===== config.mk =====
export PLATFORM = sky130hd
export DESIGN_NAME = circle_polyline_contact_core
export DESIGN_NICKNAME = d
export VERILOG_FILES = /design/src/rtl/cpc_pkg.sv /design/src/rtl/circle_polyline_contact_core.sv
export SDC_FILE = /design/constraint.sdc
export NUM_CORES = 2
export LEC_CHECK = 0
export ABC_CLOCK_PERIOD_IN_PS = 13100
export BUFFER_PORTS_ARGS = -buffer_cell sky130_fd_sc_hd__buf_4
export CAP_MARGIN = 5
export CORE_MARGIN = 2
export CORE_UTILIZATION = 25
export DETAILED_ROUTE_END_ITERATION = 12
export PLACE_DENSITY = 0.45
export SLEW_MARGIN = 20
export SYNTH_ARGS = -nofsm -noshare
export SYNTH_HDL_FRONTEND = slang
export SYNTH_SLANG_ARGS = --single-unit

===== constraint.sdc =====
create_clock -name clock -period 13.1 [get_ports clock]
set_clock_uncertainty 0.1 [all_clocks]
set_input_delay 1.31 -clock clock [delete_from_list [all_inputs] [get_ports clock]]
set_output_delay 1.31 -clock clock [all_outputs]
set_load 0.02 [all_outputs]

===== src/rtl/cpc_pkg.sv =====
// ----------------------------------------------------------------------------
// cpc_pkg
// constants shared by the circle / polyline contact block
// ----------------------------------------------------------------------------
package cpc_pkg;

   // fraction bits of the projection quotient
   localparam int PROJ_BITS = 24;
   // width of the divider step counter
   localparam int PROJ_CNT_BITS = $clog2(PROJ_BITS);

endpackage


===== src/rtl/circle_polyline_contact_core.sv =====
// ----------------------------------------------------------------------------
// circle_polyline_contact_core
// first contact point of a circle with an open polyline
// ----------------------------------------------------------------------------
// usage:
//   req_ channel carries one polyline vertex per item together with the circle
//   center, radius and a last mark. every vertex after the first closes a
//   segment; the center is projected onto it (fraction clamped to the ends)
//   and the first point closer than the radius is latched.
//   the item marked last produces one rsp_ item (hit, contact point, zero
//   point when no hit) and clears the polyline state.
// timing:
//   one shared multiplier and a restoring divider under a small sequencer.
//   a segment test runs setup (deltas, squared length, dot product), for an
//   interior projection the 24 divider steps and the offset, then the
//   distance test; a vertex with no segment goes straight to finish. the
//   24-step divider sets the rate. req_stall is high while an item is in work.
// reset: synchronous, clears the sequencer, the polyline state and rsp_valid.
// stall: a result waits in the output register while rsp_stall is high; the
//   next item is still taken, and only a second last item waits for it.
// ----------------------------------------------------------------------------
module circle_polyline_contact_core
   import cpc_pkg::*;
#(
   parameter int COORD_BITS = 24
) (
   input  logic                         clock,
   input  logic                         reset,
   input  logic                         req_valid,
   output logic                         req_stall,
   input  logic signed [COORD_BITS-1:0] req_vertex_x,
   input  logic signed [COORD_BITS-1:0] req_vertex_y,
   input  logic signed [COORD_BITS-1:0] req_center_x,
   input  logic signed [COORD_BITS-1:0] req_center_y,
   input  logic        [COORD_BITS-2:0] req_radius,
   input  logic                         req_last,
   output logic                         rsp_valid,
   input  logic                         rsp_stall,
   output logic                         rsp_hit,
   output logic signed [COORD_BITS-1:0] rsp_contact_x,
   output logic signed [COORD_BITS-1:0] rsp_contact_y
);

   localparam int W  = COORD_BITS;
   localparam int MW = W + 1;
   localparam int OW = (MW > PROJ_BITS) ? MW : PROJ_BITS;
   localparam int PW = 2 * OW;
   localparam int DW = PW + 1;

   typedef enum logic [3:0] {
      S_IDLE, S_DELTA, S_LXX, S_LYY, S_M1, S_M2, S_CLAMP, S_DIV,
      S_OFFX, S_OFFY, S_R2, S_SQX, S_SQY, S_FINISH
   } state_type;

   state_type state_ff;

   logic signed [W-1:0]  bx_ff, by_ff, cx_ff, cy_ff;
   logic        [W-2:0]  r_ff;
   logic                 last_ff;
   logic signed [W-1:0]  prev_x_ff, prev_y_ff, found_x_ff, found_y_ff;
   logic                 have_prev_ff, found_ff;
   logic signed [MW-1:0] abx_ff, aby_ff, apx_ff, apy_ff;
   logic signed [W-1:0]  px_ff, py_ff;
   logic        [PW-1:0] len2_ff, r2_ff, dist_ff;
   logic signed [DW-1:0] dot_ff;
   logic        [DW-1:0] rem_ff;
   logic [PROJ_BITS-1:0] q_ff;
   logic [PROJ_CNT_BITS-1:0] cnt_ff;
   logic                 rsp_valid_ff, rsp_hit_ff;
   logic signed [W-1:0]  rsp_x_ff, rsp_y_ff;

   // magnitude of a signed delta
   function automatic logic [OW-1:0] mag(input logic signed [MW-1:0] v);
      logic signed [MW-1:0] n;
      n = -v;
      return v[MW-1] ? OW'(unsigned'(n)) : OW'(unsigned'(v));
   endfunction

   // shared multiplier operand select
   logic [OW-1:0] mul_a, mul_b;
   logic [PW-1:0] mul_p;
   logic signed [MW-1:0] dx, dy;

   assign dx = MW'(px_ff) - MW'(cx_ff);
   assign dy = MW'(py_ff) - MW'(cy_ff);

   always_comb begin
      mul_a = '0;
      mul_b = '0;
      unique case (state_ff)
         S_LXX:   begin mul_a = mag(abx_ff); mul_b = mag(abx_ff); end
         S_LYY:   begin mul_a = mag(aby_ff); mul_b = mag(aby_ff); end
         S_M1:    begin mul_a = mag(abx_ff); mul_b = mag(apx_ff); end
         S_M2:    begin mul_a = mag(aby_ff); mul_b = mag(apy_ff); end
         S_OFFX:  begin mul_a = mag(abx_ff); mul_b = OW'(q_ff); end
         S_OFFY:  begin mul_a = mag(aby_ff); mul_b = OW'(q_ff); end
         S_R2:    begin mul_a = OW'(r_ff);   mul_b = OW'(r_ff); end
         S_SQX:   begin mul_a = mag(dx);     mul_b = mag(dx); end
         S_SQY:   begin mul_a = mag(dy);     mul_b = mag(dy); end
         default: begin mul_a = '0;          mul_b = '0; end
      endcase
   end

   assign mul_p = mul_a * mul_b;

   // signed product for the dot accumulation
   logic prod_neg;
   logic signed [DW-1:0] prod_s;
   always_comb begin
      prod_neg = (state_ff == S_M1) ? (abx_ff[MW-1] ^ apx_ff[MW-1])
                                    : (aby_ff[MW-1] ^ apy_ff[MW-1]);
      prod_s = prod_neg ? -signed'({1'b0, mul_p}) : signed'({1'b0, mul_p});
   end

   // rounded offset along the segment
   logic [PW-1:0] off_round;
   logic signed [MW:0] off_s, pos_new;
   logic signed [MW-1:0] off_delta;
   always_comb begin
      off_round = (mul_p + (PW'(1) << (PROJ_BITS - 1))) >> PROJ_BITS;
      off_delta = (state_ff == S_OFFX) ? abx_ff : aby_ff;
      off_s = off_delta[MW-1] ? -signed'(off_round[MW:0]) : signed'(off_round[MW:0]);
      pos_new = ((state_ff == S_OFFX) ? (MW+1)'(prev_x_ff) : (MW+1)'(prev_y_ff)) + off_s;
   end

   // divider step
   logic [DW-1:0] div_diff;
   logic          div_ge;
   assign div_diff = DW'(len2_ff) - rem_ff;
   assign div_ge   = rem_ff >= div_diff;

   // squared distance test
   logic [PW:0] dist_sum;
   assign dist_sum = (PW+1)'(dist_ff) + (PW+1)'(mul_p);

   // sequencer and datapath registers
   always_ff @(posedge clock) begin
      if (reset) begin
         state_ff     <= S_IDLE;
         have_prev_ff <= 1'b0;
         found_ff     <= 1'b0;
         prev_x_ff    <= '0;
         prev_y_ff    <= '0;
         found_x_ff   <= '0;
         found_y_ff   <= '0;
         rsp_valid_ff <= 1'b0;
      end else begin
         // result taken, unless a new one replaces it this cycle
         if (rsp_valid_ff && !rsp_stall && (state_ff != S_FINISH || !last_ff)) begin
            rsp_valid_ff <= 1'b0;
         end
         unique case (state_ff)
            S_IDLE: begin
               if (req_valid) begin
                  bx_ff   <= req_vertex_x;
                  by_ff   <= req_vertex_y;
                  cx_ff   <= req_center_x;
                  cy_ff   <= req_center_y;
                  r_ff    <= req_radius;
                  last_ff <= req_last;
                  state_ff <= (have_prev_ff && !found_ff) ? S_DELTA : S_FINISH;
               end
            end
            S_DELTA: begin
               abx_ff   <= MW'(bx_ff) - MW'(prev_x_ff);
               aby_ff   <= MW'(by_ff) - MW'(prev_y_ff);
               apx_ff   <= MW'(cx_ff) - MW'(prev_x_ff);
               apy_ff   <= MW'(cy_ff) - MW'(prev_y_ff);
               state_ff <= S_LXX;
            end
            S_LXX: begin
               len2_ff  <= mul_p;
               state_ff <= S_LYY;
            end
            S_LYY: begin
               len2_ff  <= len2_ff + mul_p;
               state_ff <= S_M1;
            end
            S_M1: begin
               dot_ff   <= prod_s;
               state_ff <= S_M2;
            end
            S_M2: begin
               dot_ff   <= dot_ff + prod_s;
               state_ff <= S_CLAMP;
            end
            S_CLAMP: begin
               priority if (len2_ff == '0 || dot_ff < 0) begin
                  px_ff    <= prev_x_ff;
                  py_ff    <= prev_y_ff;
                  state_ff <= S_R2;
               end else if (dot_ff >= signed'({1'b0, len2_ff})) begin
                  px_ff    <= bx_ff;
                  py_ff    <= by_ff;
                  state_ff <= S_R2;
               end else begin
                  rem_ff   <= unsigned'(dot_ff);
                  q_ff     <= '0;
                  cnt_ff   <= '0;
                  state_ff <= S_DIV;
               end
            end
            S_DIV: begin
               rem_ff <= div_ge ? (rem_ff - div_diff) : (rem_ff << 1);
               q_ff   <= {q_ff[PROJ_BITS-2:0], div_ge};
               cnt_ff <= cnt_ff + 1'b1;
               if (cnt_ff == PROJ_CNT_BITS'(PROJ_BITS - 1)) begin
                  state_ff <= S_OFFX;
               end
            end
            S_OFFX: begin
               px_ff    <= pos_new[W-1:0];
               state_ff <= S_OFFY;
            end
            S_OFFY: begin
               py_ff    <= pos_new[W-1:0];
               state_ff <= S_R2;
            end
            S_R2: begin
               r2_ff    <= mul_p;
               state_ff <= S_SQX;
            end
            S_SQX: begin
               dist_ff  <= mul_p;
               state_ff <= S_SQY;
            end
            S_SQY: begin
               if (dist_sum < (PW+1)'(r2_ff)) begin
                  found_ff   <= 1'b1;
                  found_x_ff <= px_ff;
                  found_y_ff <= py_ff;
               end
               state_ff <= S_FINISH;
            end
            S_FINISH: begin
               if (!last_ff) begin
                  prev_x_ff    <= bx_ff;
                  prev_y_ff    <= by_ff;
                  have_prev_ff <= 1'b1;
                  state_ff     <= S_IDLE;
               end else if (!rsp_valid_ff || !rsp_stall) begin
                  rsp_valid_ff <= 1'b1;
                  rsp_hit_ff   <= found_ff;
                  rsp_x_ff     <= found_ff ? found_x_ff : '0;
                  rsp_y_ff     <= found_ff ? found_y_ff : '0;
                  prev_x_ff    <= '0;
                  prev_y_ff    <= '0;
                  found_x_ff   <= '0;
                  found_y_ff   <= '0;
                  have_prev_ff <= 1'b0;
                  found_ff     <= 1'b0;
                  state_ff     <= S_IDLE;
               end
            end
            default: state_ff <= S_IDLE;
         endcase
      end
   end

   assign req_stall     = (state_ff != S_IDLE);
   assign rsp_valid     = rsp_valid_ff;
   assign rsp_hit       = rsp_hit_ff;
   assign rsp_contact_x = rsp_x_ff;
   assign rsp_contact_y = rsp_y_ff;

endmodule


Word-level counts from Yosys, hierarchy flattened
Cells that the tools add are included.
{"block": "word_totals", "latch_bits": 0, "reg_bits": 701, "inputBits": 124, "rom_bits": 0, "mem_count": 0, "ram_bits": 0, "out_inout_bits": 51, "elab_cells": 176}
{"block": "op_classes", "mul": 1, "reduce_logical": 35, "n_eq_ne": 25, "shifts": 0, "mux": 56, "magnitude_cmp": 4, "addsub": 22, "n_div": 0, "bitwise": 3}
{"op": "$mux 24", "n": 14}
{"op": "$pmux 24 s2", "n": 5}
{"op": "$mux 51", "n": 4}
{"op": "$pmux 51 s2", "n": 2}
{"op": "$pmux 25 s8", "n": 1}
{"op": "$mux 25", "n": 7}
{"op": "$neg 25->25", "n": 6}
{"op": "$sub 24x24->25", "n": 6}
{"op": "$pmux 25 s5", "n": 1}
{"op": "$ge 51x51->1", "n": 2}
{"op": "$pmux 50 s2", "n": 1}
{"op": "$pmux 4 s14", "n": 1}
{"op": "$add 50x50->51", "n": 1}
{"op": "$add 51x51->51", "n": 1}
{"op": "$lt 51x1->1 const B", "n": 1}
{"op": "$lt 51x50->1", "n": 1}
{"op": "$neg 50->51", "n": 1}
{"op": "$sub 50x51->51", "n": 1}
{"op": "$sub 51x51->51", "n": 1}
{"op": "$add 50x50->50", "n": 1}
{"op": "$logic_not 50->1", "n": 1}
{"op": "$mul 25x25->50", "n": 1}
{"op": "$add 48x24->48 const B", "n": 1}
{"op": "$mux 4", "n": 7}
{"op": "other kinds (29)", "n": 78}

Depth between registers and ports, before layout
{"block": "depth", "word_depth": 10, "ltp_mapped": 71}

Worst setup path before layout
Ideal clock, no wire load.
{"block": "synth_timing", "path_type": "register -> register", "from": "reg cy_ff[0]", "to": "reg px_ff[23] (data pin)", "period_less_slack_ps": 14390, "setup_time_ps": 266, "path_slack_ps": -1290, "arrival_time_ps": 14024, "required_ps": 12734, "stages_incl_launch_ff": 66, "cell_sequence": "edfxtp_1 ha_1 fa_1 nand2b_1 a21boi_1 nor2_1 xnor2_1 or2_2 a221oi_1 nor4b_2 nand3_1 or4_1 or2_1 a211o_1 a21oi_1 a221o_1 or2_2 clkbuf_1 [... 30 more ...] o21ai_0 xnor2_1 ha_1 a21o_1 a21oi_1 inv_1 nor3b_1 o211ai_1 nor2b_1 a41o_1 nor2_1 nor3_1 nand2_1 nand2_1 a21oi_1 xnor2_1 and3_1 o31ai_2"}
{"block": "synth_between", "elab_chain_cells": 10}
{"element": "from (decl)", "line_no": "circle_polyline_contact_core.sv:57", "source": "logic signed [W-1:0] bx_ff, by_ff, cx_ff, cy_ff;"}
{"element": "from (signal assigned)", "line_no": "circle_polyline_contact_core.sv:158", "source": "cy_ff <= req_center_y;"}
{"element": "$sub 24x24->25 (*)", "line_no": "circle_polyline_contact_core.sv:85", "source": "assign dy = MW'(py_ff) - MW'(cy_ff);"}
{"element": "$neg 25->25", "line_no": "circle_polyline_contact_core.sv:75", "source": "n = -v;"}
{"element": "$mux 25 (*)", "line_no": "circle_polyline_contact_core.sv:76", "source": "return v[MW-1] ? OW'(unsigned'(n)) : OW'(unsigned'(v));"}
{"element": "$pmux 25 s8 / $pmux 25 s5 (equally long branches)", "line_no": "circle_polyline_contact_core.sv:90", "source": "unique case (state_ff)"}
{"element": "$mul 25x25->50 (*)", "line_no": "circle_polyline_contact_core.sv:104", "source": "assign mul_p = mul_a * mul_b;"}
{"element": "named net mul_p[24]", "line_no": "circle_polyline_contact_core.sv:81", "source": "logic [PW-1:0] mul_p;"}
{"element": "$add 48x24->48 (*)", "line_no": "circle_polyline_contact_core.sv:120", "source": "off_round = (mul_p + (PW'(1) << (PROJ_BITS - 1))) >> PROJ_BITS;"}
{"element": "$neg 24->24", "line_no": "circle_polyline_contact_core.sv:122", "source": "off_s = off_delta[MW-1] ? -signed'(off_round[MW:0]) : signed'(off_round[MW:0]);"}
{"element": "$mux 24 (*)", "line_no": "circle_polyline_contact_core.sv:122"}
{"element": "$add 24x24->24 (*)", "line_no": "circle_polyline_contact_core.sv:123", "source": "pos_new = ((state_ff == S_OFFX) ? (MW+1)'(prev_x_ff) : (MW+1)'(prev_y_ff)) + off_s;"}
{"element": "$pmux 24 s2 (*)", "line_no": "circle_polyline_contact_core.sv:152", "source": "unique case (state_ff)"}
{"element": "to (signal assigned)", "line_no": "circle_polyline_contact_core.sv:189", "source": "px_ff <= prev_x_ff;"}
{"element": "to (signal assigned)", "line_no": "circle_polyline_contact_core.sv:212", "source": "px_ff <= pos_new[W-1:0];"}
{"element": "to (decl)", "line_no": "circle_polyline_contact_core.sv:63", "source": "logic signed [W-1:0] px_ff, py_ff;"}
Mark *: on every way through the listed nets, which the timed path passes. The rest lies on a longest branch.
A chain may end at the register's enable or synchronous reset.

Worst setup path after layout
{"block": "layout_timing", "from": "reg cy_ff[5]", "to": "reg px_ff[23] (data pin)"}
{"block": "layout_between", "elab_chain_cells": 10}
{"element": "$sub 24x24->25 (*)", "line_no": "circle_polyline_contact_core.sv:85"}
{"element": "$neg 25->25", "line_no": "circle_polyline_contact_core.sv:75"}
{"element": "$mux 25 (*)", "line_no": "circle_polyline_contact_core.sv:76"}
{"element": "$pmux 25 s8 / $pmux 25 s5 (equally long branches)", "line_no": "circle_polyline_contact_core.sv:90"}
{"element": "$mul 25x25->50 (*)", "line_no": "circle_polyline_contact_core.sv:104"}
{"element": "$add 48x24->48 (*)", "line_no": "circle_polyline_contact_core.sv:120"}
{"element": "$neg 24->24", "line_no": "circle_polyline_contact_core.sv:122"}
{"element": "$mux 24 (*)", "line_no": "circle_polyline_contact_core.sv:122"}
{"element": "$add 24x24->24 (*)", "line_no": "circle_polyline_contact_core.sv:123"}
{"element": "$pmux 24 s2 (*)", "line_no": "circle_polyline_contact_core.sv:152"}
Mark *: on every way between the ends. The rest lies on a longest branch, timed or not.

==> metrics.cfg <==
[run_status]
outcome=complete, but fails checks
violations=setup timing

[worst_hold_path]
hp-class=reg2reg
min_to=found_x_ff[12]
holdPathStages=2
worstHoldStart=found_x_ff[12]

[yosys]
ys_ff_latch=701
synth_fp_nets=9806
async_reset_ff_share_pct=0
synth_edf_count=598
synthFlopType=edfxtp_1
ys_top_cells_by_area=edfxtp_1 24%, fa_1 14%, ha_1 12%, nand2_1 5.3%, inv_1 4.9%
yosysTopAreaCell=edfxtp_1
syn_avg_cell_area_um2=8.934
ys_seq_area_share_pct=26.58
syn_area_um2=75310
synth.distinct_cells=108
yosysTopAreaCellShare_pct=23.84
synthCells=8429
synth_warnings=0

[die]
pin_count=175
core_area_um2=299800
die_w_um=552.8
rows=201
initial_utilization_pct=25.12
die_y_um=552.8
die-area_um2=305600

[sta]
whs_ns=0.3594
hold_viol_final=0
final_max_slew_viol_count=0
setup_slack_ns=-1.263
fmax_mhz=69.62
relSlewSlack_pct=26.84
period_minus_slack_ns=14.36
period_share_pct=109.6
rsz0062_at_grt=yes
finalSetupViolCount=100
tightest_slew_ns=1.097

[global_route]
antenna_found_initial=8
grt_start_max_net_pins=83
overflow=0
grt_first_pass_wirelength_um=430500
grt_usage_pct=18.47
grt_pass1_vias=68520

[setup_path]
worstPathArrival_ns=14.69
rr_startpoint=cy_ff[5]
worstRegToRegCells=62
path_max_fanout=5
slowest_delay_ns=0.56
slowest_stage=fa_1
r2r_end=px_ff[23]
end_kind=flop
cp_top_family=adder cells
start_kind=flop
crit_required_ns=13.43
rrSetupSlack_ns=-1.26
path_class=reg2reg
worst-path-buf-inv=12

[cells_and_area]
fin_nets=11460
area_growth_pct=35.10
final_common_cell=buf_4
fillers=30890
final_area_um2=101700
final_cell_mix=1736 x buf_4, 1034 x nand2_1, 954 x inv_1, 668 x ha_1, 598 x edfxtp_1
layout-drive-gt1-share_pct=26.86

[clock_tree]
clkSlewWorstSetupHoldPaths_ns=0.06
cts_tree=yes
worstSkewPairLatency_ns=0.76
cts-htree-levels=3
cts.sinks=701
cts_inserted_buffers=90
root_buffer=clkbuf_16
ctsLongestPathBuffers=3

[detailed_routing]
postRouteAntennaNets=0
vias=67220
drc=0
wl_per_cell_um=20.56
via_per_inst=4.760
first_pass_iters=6
wl_um=290400
drt-initial-drc-count=4042

[placed_design]
post-place-ws_ns=-2.246
gp_congestion=0.9249
io_buffers=174
place_hpwl_um=235300
dpl_cell_area_um2=93420

[job]
drv_cap=0

worst max-delay path by stage:
stage                     startpoint             end  cells after the start  slack (ns)
final                       cy_ff[5]       px_ff[23]                     62       -1.26
after global routing        cy_ff[1]       py_ff[23]                     68       -1.79
after CTS                   cy_ff[0]  found_y_ff[18]                     65       -1.21
after detailed placement   cy_ff[10]       px_ff[20]                     62       -2.25
after global placement     cy_ff[10]       px_ff[20]                     59       -2.16
after floorplan             cx_ff[0]       px_ff[23]                     64       -0.07
synthesized netlist by cell type (21+ instances only):
cell and n:
clkbuf_1 274, o221ai_1 21, xnor2_1 335, nor2_1 541, or3_1 54, buf_2 31
o31ai_1 55, a22oi_1 69, o22ai_1 37, edfxtp_1 598, mux2_2 38, inv_1 979
o41ai_1 28, nor4_1 35, or4_1 32, nor2b_1 98, xor2_1 263, o211ai_1 31
or2_2 31, a21boi_0 39, o21a_1 52, a31oi_1 59, o21ai_0 459, ha_1 715
a211oi_1 42, dfxtp_1 103, a21o_1 230, nand3_1 112, a21oi_1 459, nor3_1 129
nand2_1 1071, o21ai_1 32, o21bai_1 58, fa_1 538, and2_1 241, nand2b_1 72
nand4_1 58, mux2i_1 77, and3_1 40
through the flow:
step           utilization, %  setup TNS (ns)  std cells
2_1_floorplan               -         -0.2850       8429
3_3_place_gp            31.16         -148.58      13770
3_5_place_dp            31.16         -154.98      13770
4_1_cts                 33.04          -86.47      14040
5_1_grt                 33.94         -141.12      14120
6_report                33.94          -77.04      14120
timing repair:
| item | in CTS | in global routing |
|---|---|---|
| gates resized for setup | 297 | 428 |
| hold buffers | 0 | 0 |
| buffers inserted | 96 | 96 |
| pin swaps | 136 | 229 |
| cloned | 8 | 5 |
| endpoints found under the setup margin | 126 | 135 |
| hold endpoints to repair | 0 | 0 |
state kept, by name, indices dropped and copies added, names as in the netlist, 25 cells and up:
| signal | count |
|---|---|
| aby_ff | 25 |
| rem_ff | 51 |
| apy_ff | 25 |
| dist_ff | 50 |
| dot_ff | 51 |
| abx_ff | 25 |
| len2_ff | 50 |
| apx_ff | 25 |
| r2_ff | 50 |
routing by layer:
metal | up-vias | GRT usage [%] | part of all wire, % | wire length, um
li1 | 32270 | - | - | -
met5 | - | 0 | 0 | 0
met3 | 419 | 1.685 | 3.8 | 10920
met4 | 0 | 8.107 | 5.2 | 14990
met2 | 1529 | 31.51 | 48 | 139000
met1 | 33000 | 23.65 | 43 | 125400
final cells by class:
class	count	area [um2]	share of cell area [%]
Sequential cell	701	20020	19.68
Antenna cell	4	10.01	0.009839
Clock inverter	65	914.6	0.8990
Timing Repair Buffer	1880	15470	15.21
Multi-Input combinational cell	6424	54360	53.43
Inverter	986	3705	3.642
Tap cell	3958	4952	4.868
Clock buffer	103	2311	2.271
kinds of logic after synthesis:
family	share of synthesized area, %
AND/OR/NAND/NOR	16.10
flip-flops	26.58
multiplexers	1.592
buffers and inverters	6.581
AO/OA/AOI/OAI	15.94
XOR/XNOR	7.020
adder cells (fa/ha/maj)	26.18
worst register-to-register path, delay by kind of cell, from the launching register on:
family          cells  cell delay, ns
xor+xnor            4            0.67
buf+inv            12            1.29
simple gates       16            3.66
fa+ha+maj          10            4.11
mux                 1            0.25
flops               1            0.43
compound gates     19            3.58
Power is not shown: default switching activity piles up to over one toggle a cycle in this logic, so the estimate is an artifact.
